==> config.mk <==
export PLATFORM = sky130hd
export DESIGN_NAME = dest_address_list_parser
export DESIGN_NICKNAME = d
export VERILOG_FILES = /design/src/rtl/core/dalp_pkg.sv /design/src/rtl/core/dest_address_list_parser.sv
export SDC_FILE = /design/constraint.sdc
export NUM_CORES = 1
export LEC_CHECK = 0
export ABC_AREA = 0
export BUFFER_PORTS_ARGS = -buffer_cell sky130_fd_sc_hd__buf_2
export CELL_PAD_IN_SITES_DETAIL_PLACEMENT = 1
export CELL_PAD_IN_SITES_GLOBAL_PLACEMENT = 1
export CORE_ASPECT_RATIO = 1.75
export CORE_MARGIN = 4
export CORE_UTILIZATION = 25
export CTS_CLUSTER_DIAMETER = 80
export DETAILED_ROUTE_END_ITERATION = 8
export MAX_ROUTING_LAYER = met4
export PLACE_DENSITY = 0.49
export SYNTH_ARGS = -nofsm -noshare
export SYNTH_HDL_FRONTEND = slang
export SYNTH_SLANG_ARGS = --single-unit
==> constraint.sdc <==
create_clock -name clk -period 7.7 [get_ports clk]
set_input_delay 1.155 -clock clk [delete_from_list [all_inputs] [get_ports clk]]
set_output_delay 1.155 -clock clk [all_outputs]
set_load 0.02 [all_outputs]
==> src/rtl/core/dalp_pkg.sv <==
// Shared types and constants for the destination-address list parser.
// No dependencies; used by the top level dest_address_list_parser.
package dalp_pkg;

    // Function codes carried with each input word.
    localparam logic [1:0] FUNC_DATA    = 2'd0;
    localparam logic [1:0] FUNC_END     = 2'd1;
    localparam logic [1:0] FUNC_RESTART = 2'd2;

    // Result status codes.
    localparam logic [1:0] STATUS_OK    = 2'd0;
    localparam logic [1:0] STATUS_END   = 2'd1;
    localparam logic [1:0] STATUS_BAD   = 2'd2;

    // Entry kinds.
    localparam logic KIND_ADDRESS = 1'b0;
    localparam logic KIND_LIST    = 1'b1;

    // Configuration register indexes.
    localparam logic [1:0] CFG_ADDRESS_LIMIT   = 2'd0;
    localparam logic [1:0] CFG_LIST_NAME_LIMIT = 2'd1;
    localparam logic [1:0] CFG_ADDRESS_FLAG    = 2'd2;
    localparam logic [1:0] CFG_LIST_FLAG       = 2'd3;

    // Configuration reset values.
    localparam logic [7:0] RST_ADDRESS_LIMIT   = 8'd21;
    localparam logic [7:0] RST_LIST_NAME_LIMIT = 8'd21;
    localparam logic [7:0] RST_ADDRESS_FLAG    = 8'd1;
    localparam logic [7:0] RST_LIST_FLAG       = 8'd2;

    // String terminator and offset saturation point.
    localparam logic [7:0]  NUL_BYTE   = 8'h00;
    localparam logic [15:0] OFFSET_MAX = 16'hFFFF;

    // One result word.
    typedef struct packed {
        logic [1:0]  status;
        logic        entry_kind;
        logic [7:0]  type_of_number;
        logic [7:0]  numbering_plan;
        logic [15:0] string_offset;
        logic [7:0]  string_length;
        logic [15:0] consumed_length;
    } result_t;

endpackage

==> src/rtl/core/dest_address_list_parser.sv <==
// Destination-address list parser: byte-wide list walker with a two-word output buffer.
// Depends on dalp_pkg for codes, configuration reset values and the result type.

// The parser takes one list byte (or an end or restart word) in every clock cycle and
// registers the result for that word, if any, in the output word or, if that waits, the skid word. The rate is set by
// the single per-byte state update; a result word and a skid word sit between the parser
// and the output, so input is stalled only while both are full. Configuration writes are
// always ready and take effect at the next word; write them only while the parser is idle.
module dest_address_list_parser
(
    input  logic        clk,
    input  logic        rst_n,

    input  logic        in_valid,
    output logic        in_stall,
    input  logic [1:0]  func,
    input  logic [7:0]  byte_value,

    output logic        out_valid,
    input  logic        out_stall,
    output logic [1:0]  status,
    output logic        entry_kind,
    output logic [7:0]  type_of_number,
    output logic [7:0]  numbering_plan,
    output logic [15:0] string_offset,
    output logic [7:0]  string_length,
    output logic [15:0] consumed_length,

    input  logic        cfg_valid,
    output logic        cfg_ready,
    input  logic [1:0]  cfg_index,
    input  logic [7:0]  cfg_data
);

    typedef enum logic [2:0] {
        PH_FLAG,
        PH_TON,
        PH_NPI,
        PH_ADDR,
        PH_NAME
    } phase_t;

    // Configuration registers.
    logic [7:0] address_limit_reg;
    logic [7:0] list_name_limit_reg;
    logic [7:0] address_flag_reg;
    logic [7:0] list_flag_reg;

    // Parser state.
    phase_t      phase_reg, phase_next;
    logic        halted_reg, halted_next;
    logic        kind_reg, kind_next;
    logic [7:0]  ton_reg, ton_next;
    logic [7:0]  npi_reg, npi_next;
    logic [7:0]  count_reg, count_next;
    logic [15:0] byte_offset_reg, byte_offset_next;
    logic [15:0] string_start_reg, string_start_next;
    logic [15:0] entry_start_reg, entry_start_next;

    // Output buffer.
    logic               out_valid_reg;
    logic               skid_valid_reg;
    dalp_pkg::result_t  out_reg;
    dalp_pkg::result_t  skid_reg;

    logic               in_fire;
    logic               out_fire;
    logic               push;
    dalp_pkg::result_t  res;
    logic [15:0]        offset_inc;
    logic [7:0]         limit;
    logic [7:0]         count_inc;

    assign in_stall  = skid_valid_reg;
    assign in_fire   = in_valid && !in_stall;
    assign out_fire  = out_valid_reg && !out_stall;
    assign cfg_ready = 1'b1;

    assign out_valid       = out_valid_reg;
    assign status          = out_reg.status;
    assign entry_kind      = out_reg.entry_kind;
    assign type_of_number  = out_reg.type_of_number;
    assign numbering_plan  = out_reg.numbering_plan;
    assign string_offset   = out_reg.string_offset;
    assign string_length   = out_reg.string_length;
    assign consumed_length = out_reg.consumed_length;

    // Saturating next byte offset and the limit of the string being searched.
    assign offset_inc = (byte_offset_reg == dalp_pkg::OFFSET_MAX) ? byte_offset_reg
                                                                   : byte_offset_reg + 16'd1;
    assign limit      = (phase_reg == PH_ADDR) ? address_limit_reg : list_name_limit_reg;
    assign count_inc  = count_reg + 8'd1;

    // Per-word parse step.
    always_comb
    begin
        phase_next        = phase_reg;
        halted_next       = halted_reg;
        kind_next         = kind_reg;
        ton_next          = ton_reg;
        npi_next          = npi_reg;
        count_next        = count_reg;
        byte_offset_next  = byte_offset_reg;
        string_start_next = string_start_reg;
        entry_start_next  = entry_start_reg;
        push              = 1'b0;
        res               = '0;
        res.status        = dalp_pkg::STATUS_BAD;
        res.consumed_length = entry_start_reg;

        if (func == dalp_pkg::FUNC_RESTART)
        begin
            phase_next        = PH_FLAG;
            halted_next       = 1'b0;
            kind_next         = dalp_pkg::KIND_ADDRESS;
            ton_next          = '0;
            npi_next          = '0;
            count_next        = '0;
            byte_offset_next  = '0;
            string_start_next = '0;
            entry_start_next  = '0;
        end
        else if (halted_reg)
        begin
            // Silent until restart.
        end
        else if (func == dalp_pkg::FUNC_END)
        begin
            push        = 1'b1;
            halted_next = 1'b1;
            res.status  = (phase_reg == PH_FLAG) ? dalp_pkg::STATUS_END
                                                 : dalp_pkg::STATUS_BAD;
        end
        else if (func == dalp_pkg::FUNC_DATA)
        begin
            case (phase_reg)
                PH_FLAG:
                begin
                    byte_offset_next = offset_inc;
                    if (byte_value == address_flag_reg)
                    begin
                        kind_next  = dalp_pkg::KIND_ADDRESS;
                        phase_next = PH_TON;
                    end
                    else if (byte_value == list_flag_reg)
                    begin
                        kind_next         = dalp_pkg::KIND_LIST;
                        ton_next          = '0;
                        npi_next          = '0;
                        count_next        = '0;
                        string_start_next = offset_inc;
                        phase_next        = PH_NAME;
                    end
                    else
                    begin
                        push        = 1'b1;
                        halted_next = 1'b1;
                    end
                end
                PH_TON:
                begin
                    byte_offset_next = offset_inc;
                    ton_next         = byte_value;
                    phase_next       = PH_NPI;
                end
                PH_NPI:
                begin
                    byte_offset_next  = offset_inc;
                    npi_next          = byte_value;
                    count_next        = '0;
                    string_start_next = offset_inc;
                    phase_next        = PH_ADDR;
                end
                PH_ADDR, PH_NAME:
                begin
                    if (count_reg >= limit)
                    begin
                        // Limit was already used up, e.g. a zero limit.
                        push        = 1'b1;
                        halted_next = 1'b1;
                    end
                    else
                    begin
                        byte_offset_next = offset_inc;
                        if (byte_value == dalp_pkg::NUL_BYTE)
                        begin
                            push                = 1'b1;
                            res.status          = dalp_pkg::STATUS_OK;
                            res.entry_kind      = kind_reg;
                            res.type_of_number  = ton_reg;
                            res.numbering_plan  = npi_reg;
                            res.string_offset   = string_start_reg;
                            res.string_length   = count_reg;
                            res.consumed_length = offset_inc;
                            entry_start_next    = offset_inc;
                            phase_next          = PH_FLAG;
                        end
                        else
                        begin
                            count_next = count_inc;
                            if (count_inc >= limit)
                            begin
                                push        = 1'b1;
                                halted_next = 1'b1;
                            end
                        end
                    end
                end
                default:
                begin
                    phase_next = PH_FLAG;
                end
            endcase
        end
    end

    // Configuration registers.
    always_ff @(posedge clk or negedge rst_n)
    begin
        if (!rst_n)
        begin
            address_limit_reg   <= dalp_pkg::RST_ADDRESS_LIMIT;
            list_name_limit_reg <= dalp_pkg::RST_LIST_NAME_LIMIT;
            address_flag_reg    <= dalp_pkg::RST_ADDRESS_FLAG;
            list_flag_reg       <= dalp_pkg::RST_LIST_FLAG;
        end
        else if (cfg_valid && cfg_ready)
        begin
            case (cfg_index)
                dalp_pkg::CFG_ADDRESS_LIMIT:   address_limit_reg   <= cfg_data;
                dalp_pkg::CFG_LIST_NAME_LIMIT: list_name_limit_reg <= cfg_data;
                dalp_pkg::CFG_ADDRESS_FLAG:    address_flag_reg    <= cfg_data;
                dalp_pkg::CFG_LIST_FLAG:       list_flag_reg       <= cfg_data;
                default:                       list_flag_reg       <= list_flag_reg;
            endcase
        end
    end

    // Parser state registers.
    always_ff @(posedge clk or negedge rst_n)
    begin
        if (!rst_n)
        begin
            phase_reg        <= PH_FLAG;
            halted_reg       <= 1'b0;
            kind_reg         <= dalp_pkg::KIND_ADDRESS;
            ton_reg          <= '0;
            npi_reg          <= '0;
            count_reg        <= '0;
            byte_offset_reg  <= '0;
            string_start_reg <= '0;
            entry_start_reg  <= '0;
        end
        else if (in_fire)
        begin
            phase_reg        <= phase_next;
            halted_reg       <= halted_next;
            kind_reg         <= kind_next;
            ton_reg          <= ton_next;
            npi_reg          <= npi_next;
            count_reg        <= count_next;
            byte_offset_reg  <= byte_offset_next;
            string_start_reg <= string_start_next;
            entry_start_reg  <= entry_start_next;
        end
    end

    // Output word and skid word valid flags.
    always_ff @(posedge clk or negedge rst_n)
    begin
        if (!rst_n)
        begin
            out_valid_reg  <= 1'b0;
            skid_valid_reg <= 1'b0;
        end
        else if (skid_valid_reg)
        begin
            if (out_fire)
            begin
                skid_valid_reg <= 1'b0;
            end
        end
        else if (in_fire && push)
        begin
            if (out_valid_reg && !out_fire)
            begin
                skid_valid_reg <= 1'b1;
            end
            else
            begin
                out_valid_reg <= 1'b1;
            end
        end
        else if (out_fire)
        begin
            out_valid_reg <= 1'b0;
        end
    end

    // Output and skid payload.
    always_ff @(posedge clk)
    begin
        if (skid_valid_reg)
        begin
            if (out_fire)
            begin
                out_reg <= skid_reg;
            end
        end
        else if (in_fire && push)
        begin
            if (out_valid_reg && !out_fire)
            begin
                skid_reg <= res;
            end
            else
            begin
                out_reg <= res;
            end
        end
    end

    // The skid word is only ever filled behind a waiting output word.
    assert property (@(posedge clk) disable iff (!rst_n)
        skid_valid_reg |-> out_valid_reg)
        else $error("skid word held without an output word");

    // A restart returns the parser to the start of a fresh list.
    assert property (@(posedge clk) disable iff (!rst_n)
        (in_fire && func == dalp_pkg::FUNC_RESTART) |=>
            (phase_reg == PH_FLAG && !halted_reg && byte_offset_reg == 16'd0))
        else $error("restart did not clear the parser");

    // While halted, data words leave the offset untouched.
    assert property (@(posedge clk) disable iff (!rst_n)
        (in_fire && halted_reg && func == dalp_pkg::FUNC_DATA) |=>
            $stable(byte_offset_reg) && halted_reg)
        else $error("halted parser moved on a data word");

    // An end or malformed result always halts the parser.
    assert property (@(posedge clk) disable iff (!rst_n)
        (in_fire && push && res.status != dalp_pkg::STATUS_OK) |=> halted_reg)
        else $error("end or malformed result without halt");

    // A parsed entry moves the consumed length to the current offset.
    assert property (@(posedge clk) disable iff (!rst_n)
        (in_fire && push && res.status == dalp_pkg::STATUS_OK) |=>
            (entry_start_reg == byte_offset_reg && phase_reg == PH_FLAG))
        else $error("entry boundary not recorded");

endmodule

Yosys cells after proc, flatten, opt, wreduce, memory -nomap -nowiden
Index checks and enable logic that the tools add are counted.
{"block": "totals", "ff_bits": 229, "inputBits": 25, "output_inout_bits": 62, "elab_cells": 190}
{"block": "op_classes", "addsub": 2, "n_lt_le_gt_ge": 2, "n_eq_ne": 24, "n_mux": 94, "bitwise": 1, "n_reduce_logical": 38}
{"cell": "$mux 59", "n": 10}
{"cell": "$mux 16", "n": 19}
{"cell": "$mux 8", "n": 17}
{"cell": "$pmux 16 s2", "n": 2}
{"cell": "$mux 57", "n": 1}
{"cell": "$pmux 8 s2", "n": 2}
{"cell": "$mux 1", "n": 29}
{"cell": "$reduce_and 7->1", "n": 4}
{"cell": "$mux 3", "n": 8}
{"cell": "$pmux 8 s3", "n": 1}
{"cell": "$add 16x1->16 const B", "n": 1}
{"cell": "$eq 16x16->1 const B", "n": 1}
{"cell": "$eq 8x8->1", "n": 2}
{"cell": "$ge 8x8->1", "n": 2}
{"cell": "$ne 3x3->1 const B", "n": 4}
{"cell": "$pmux 3 s4", "n": 1}
{"cell": "$reduce_and 6->1", "n": 2}
{"cell": "$reduce_bool 2->1", "n": 6}
{"cell": "$reduce_bool 3->1", "n": 4}
{"cell": "$reduce_and 3->1", "n": 3}
{"cell": "$reduce_and 9->1", "n": 1}
{"cell": "$add 8x1->8 const B", "n": 1}
{"cell": "$logic_not 8->1", "n": 1}
{"cell": "$ne 2x2->1 const B", "n": 4}
{"cell": "other kinds (19)", "n": 35}

Depth between registers and ports, before layout
{"block": "logic_depth", "depth_word": 14, "mapped_depth": 15, "mapped_depth_nobuf": 11}

Worst setup path after synthesis
Ideal clock, no wire load.
{"block": "synth_path", "path_type": "flip-flop to flip-flop", "start": "register phase_reg[2]", "end": "register out_reg, in the netlist consumed_length[0] (enable)", "setup_time_ns": 0.508, "t_arrival_ns": 5.444, "required_time_ns": 7.192, "slack_ns": 1.748, "path_stages_with_launch": 14, "n_path_buf": 4, "synth_period_minus_slack_ns": 5.952, "path_cell_list": "dfrtp_1 > buf_2 > and3b_1 > buf_2 > mux2i_1 > ha_1 > and4_4 > and3_1 > a22o_1 > or2_1 > buf_2 > buf_2 > o311ai_0 > a32oi_1"}
{"block": "synth_between", "elab_chain_len": 14, "word_cells_on_any_way": 18, "classes_between": "order compare (2); eq/ne (2); mux (9); reduce/logical (5)"}
{"element": "start: declaration", "line_no": "dest_address_list_parser.sv:50", "text": "phase_t phase_reg, phase_next;"}
{"element": "start signal: assignment", "line_no": "dest_address_list_parser.sv:256", "text": "phase_reg <= phase_next;"}
{"element": "$eq 3x2->1", "line_no": "dest_address_list_parser.sv:91, dest_address_list_parser.sv:136"}
{"element": "$mux 8", "line_no": "dest_address_list_parser.sv:91", "text": "assign limit = (phase_reg == PH_ADDR) ? address_limit_reg : list_name_limit_reg;"}
{"element": "$ge 8x8->1", "line_no": "dest_address_list_parser.sv:201", "text": "if (count_inc >= limit)"}
{"element": "$mux 1", "line_no": "dest_address_list_parser.sv:201"}
{"element": "$mux 1", "line_no": "dest_address_list_parser.sv:185", "text": "if (byte_value == dalp_pkg::NUL_BYTE)"}
{"element": "$mux 1", "line_no": "dest_address_list_parser.sv:176", "text": "if (count_reg >= limit)"}
{"element": "$pmux 1 s2 (*)", "line_no": "dest_address_list_parser.sv:136", "text": "case (phase_reg)"}
{"element": "$mux 1 (*)", "line_no": "dest_address_list_parser.sv:134", "text": "else if (func == dalp_pkg::FUNC_DATA)"}
{"element": "$mux 1 (*)", "line_no": "dest_address_list_parser.sv:127", "text": "else if (func == dalp_pkg::FUNC_END)"}
{"element": "$mux 1 (*)", "line_no": "dest_address_list_parser.sv:123", "text": "else if (halted_reg)"}
{"element": "$mux 1 (*)", "line_no": "dest_address_list_parser.sv:111", "text": "if (func == dalp_pkg::FUNC_RESTART)"}
{"element": "$logic_and 1x1->1 (*)", "line_no": "dest_address_list_parser.sv:310", "text": "else if (in_fire && push)"}
{"element": "$reduce_bool 2->1 (no line) (*)"}
{"element": "$reduce_and 3->1 (no line) (*)"}
{"element": "end signal: assignment", "line_no": "dest_address_list_parser.sv:307", "text": "out_reg <= skid_reg;"}
{"element": "end signal: assignment", "line_no": "dest_address_list_parser.sv:318", "text": "out_reg <= res;"}
{"element": "end: declaration", "line_no": "dest_address_list_parser.sv:63", "text": "dalp_pkg::result_t out_reg;"}
Every way passes the cells marked *; elsewhere a longest branch is shown, timed or not.
A chain may end at the register's enable or synchronous reset.

Worst setup path after layout
{"block": "layout_path", "start": "register phase_reg[1]", "end": "register out_reg, in the netlist numbering_plan[7] (enable)"}
Same word-level chain as after synthesis.

==> impl_metrics.csv <==
group,metric,value,unit
timing,finalCriticalPeriod,4.65,ns
flow_run,maxCapViolCount,0,
final_layout,final_nets,987,
final_layout,layout-drive-gt1-share,0.282,
logic_synthesis,synth_seq_area_share,0.584,
route,dr.pass1.iters,4,
logic_synthesis,yosysTopAreaCellShare,0.327,
worst_setup_path,worstSetupPathType,"register to register",
timing,fmax,215,MHz
worst_setup_path,rr_endpoint,"numbering_plan[7]$_DFFE_PP_",
timing,slew_headroom,0.223,
global_route,overflow,0,
global_route,antenna_found_initial,1,
cts,clockBufferDepth,3,
route,drtIter0Drc,256,
floorplan,core_area,42700,um2
final_layout,layout_commonest_cell,"nand2_1",
place,dp_hpwl,22700,um
worst_setup_path,reg2reg_from,"phase_reg[1]$_DFFE_PN0P_",
logic_synthesis,syn_nets,905,
timing,tns,0,ns
final_layout,largest_reg_flops,59,
cts,root_buffer,"clkbuf_16",
hold_path,min_to,"ton_reg[1]$_DFFE_PN0P_",
final_layout,diodes,0,
place,portBuffers,85,
global_route,grt_pass1_wl,48700,um
final_layout,syn2layout_area_growth,16.6,%
final_layout,fillCellCount,4651,
timing,slew_violations,0,
logic_synthesis,ys_warn_count,0,
worst_setup_path,critical_path.endpoint_type,"register",
power_and_ir_drop,pwr_density_cell,250,nW/um2
logic_synthesis,synth_async_sr_flop_share,0.485,
logic_synthesis,synth_area_per_cell,12.5,um2
timing,hold_viol_final,0,
floorplan,die_y,284,um
cts,cts_tree,"built",
timing,clock-skew-final,0.0160,ns
cts,cts_made_buffers,25,
floorplan,dieArea,46900,um2
logic_synthesis,synthTopCellsByArea,"edfxtp_1, dfrtp_1, mux2_2, nand2_1, mux2i_1",
cts,clock_latency,0.54,ns
outcome,status,"complete, no violations",
hold_path,worstHoldStart,"ton_reg[1]$_DFFE_PN0P_",
floorplan,ios,87,
final_layout,layout_common_cells,"nand2_1, edfxtp_1, mux2_2",
worst_setup_path,reg2reg_depth,11,
floorplan,row_count,100,
global_route,track_usage,0.139,
cts,ctsHoldBuffers,0,
timing,tightest_slew,1.17,ns
route,wirelength,31100,um
cts,cts_max_level,1,
global_route,grt_start_max_net_pins,72,
final_layout,regArea,6330,um2
route,wl_per_cell,20.4,um
global_route,grt_pass1_vias,7716,
route,num_vias,7017,
worst_setup_path,worstPathRequired,7.87,ns
place,pre_cts_slack,3.02,ns
power_and_ir_drop,ir_drop,150,uV
logic_synthesis,yosys.area.top_type,"edfxtp_1",
cts,clk_pin_slew,0.07,ns
route,vias_per_cell,4.60,
hold_path,hold_path_depth,2,
logic_synthesis,syn_area,10800,um2
worst_setup_path,crit_path_max_fanout,55,
worst_setup_path,crit_path_start_kind,"register",
timing,fin_ws,3.05,ns
logic_synthesis,synth_seq_cells,229,
logic_synthesis,syn-instance-count,864,
cts,cts_resized,0,
worst_setup_path,startpoint,"phase_reg[1]$_DFFE_PN0P_",
logic_synthesis,ys_types,70,
cts,clock-sinks,229,
logic_synthesis,synth_enable_flop_cells,118,
floorplan,start_util,0.254,
place,gp_congestion,0.813,
cts,cts_setup_buffers,0,
final_layout,multiInputGateArea,4260,um2
timing,setup_viol,0,
worst_setup_path,cp.arrival,4.82,ns
timing,finalCritPeriodShare,0.604,
floorplan,die_w,165,um
worst_setup_path,rrSetupSlack,3.05,ns
timing,rsz0062_at_grt,"false",
hold_path,hp-class,"register to register",
route,route.detailed.drc,0,
logic_synthesis,synth_ff_type,"edfxtp_1",
route,drt.antenna.violating_nets,0,
power_and_ir_drop,power_leakage,0.00500,uW
==> routing by layer <==
metal	GRT usage	vias up	part of all wire
met1	0.141	3547	0.35
met3	0.0163	48	0.027
met2	0.268	100	0.59
met5	-	-	0
li1	-	3322	-
met4	0.0508	0	0.035
==> cell usage after synthesis (all sizes together) (7+ instances only) <==
master    n
dfstp     8
nor3      7
xnor2    20
edfxtp  118
nor4     19
xor2      9
ha       16
o21ai    39
dfrtp   103
and3      7
nor2     18
nor4b     8
and2     33
mux2i    32
clkbuf   24
nand2   124
inv      20
a21oi    14
nand4    10
buf      17
mux2    121
nand3    16
==> layout make-up <==
type | count | area share
Clock buffer | 35 | 0.0557
Clock inverter | 11 | 0.00485
Sequential cell | 229 | 0.501
Multi-Input combinational cell | 573 | 0.337
Inverter | 21 | 0.00623
Tap cell | 561 | 0.0555
Timing Repair Buffer | 96 | 0.0404
==> critical path, stage by stage (launching register included) <==
cell	delay, ns
dfrtp_1	0.52
and3b_1	0.50
mux2i_1	0.35
ha_1	0.29
and4_4	0.20
and3_1	0.18
a22o_1	0.23
or2_1	0.22
buf_4	0.25
o311ai_0	0.79
a32oi_4	0.25
buf_4	0.36
==> how the worst max path moves through the flow <==
stage                                              end  slack [ns]  cells after the start
after floorplan           consumed_length[0]$_DFFE_PP_        1.75                     13
after global placement     type_of_number[0]$_DFFE_PP_        3.14                     11
after detailed placement    string_offset[9]$_DFFE_PP_        3.02                     11
after CTS                  string_offset[11]$_DFFE_PP_        2.99                     11
after global routing       numbering_plan[7]$_DFFE_PP_        2.72                     11
final                      numbering_plan[7]$_DFFE_PP_        3.05                     11
==> per-stage QoR <==
stage                     cell area [um2]  power [uW]  std cells  hold slack, ns  utilization
final                               12600        3160       1526           0.481        0.296
after global routing                12600        3350       1526           0.515        0.296
after CTS                           12600        3230       1526           0.490        0.296
after detailed placement            11900        2060       1480           0.472        0.278
after global placement              11900        2050       1480           0.471        0.278
after floorplan                     10800        1870        864           0.442            -
==> where the power goes <==
part	total [uW]	switching, uW	internal, uW
Sequential	1470	88.1	1380
Combinational	549	328	220
Clock	1140	502	639
Total	3160	919	2240
==> cell families after synthesis <==
family	synth area share
buffers and inverters	0.0264
adder cells (fa/ha/maj)	0.0194
AO/OA/AOI/OAI	0.0614
AND/OR/NAND/NOR	0.130
other	0.000346
XOR/XNOR	0.0234
flip-flops	0.584
multiplexers	0.155
(Power assumes the default switching activity.)
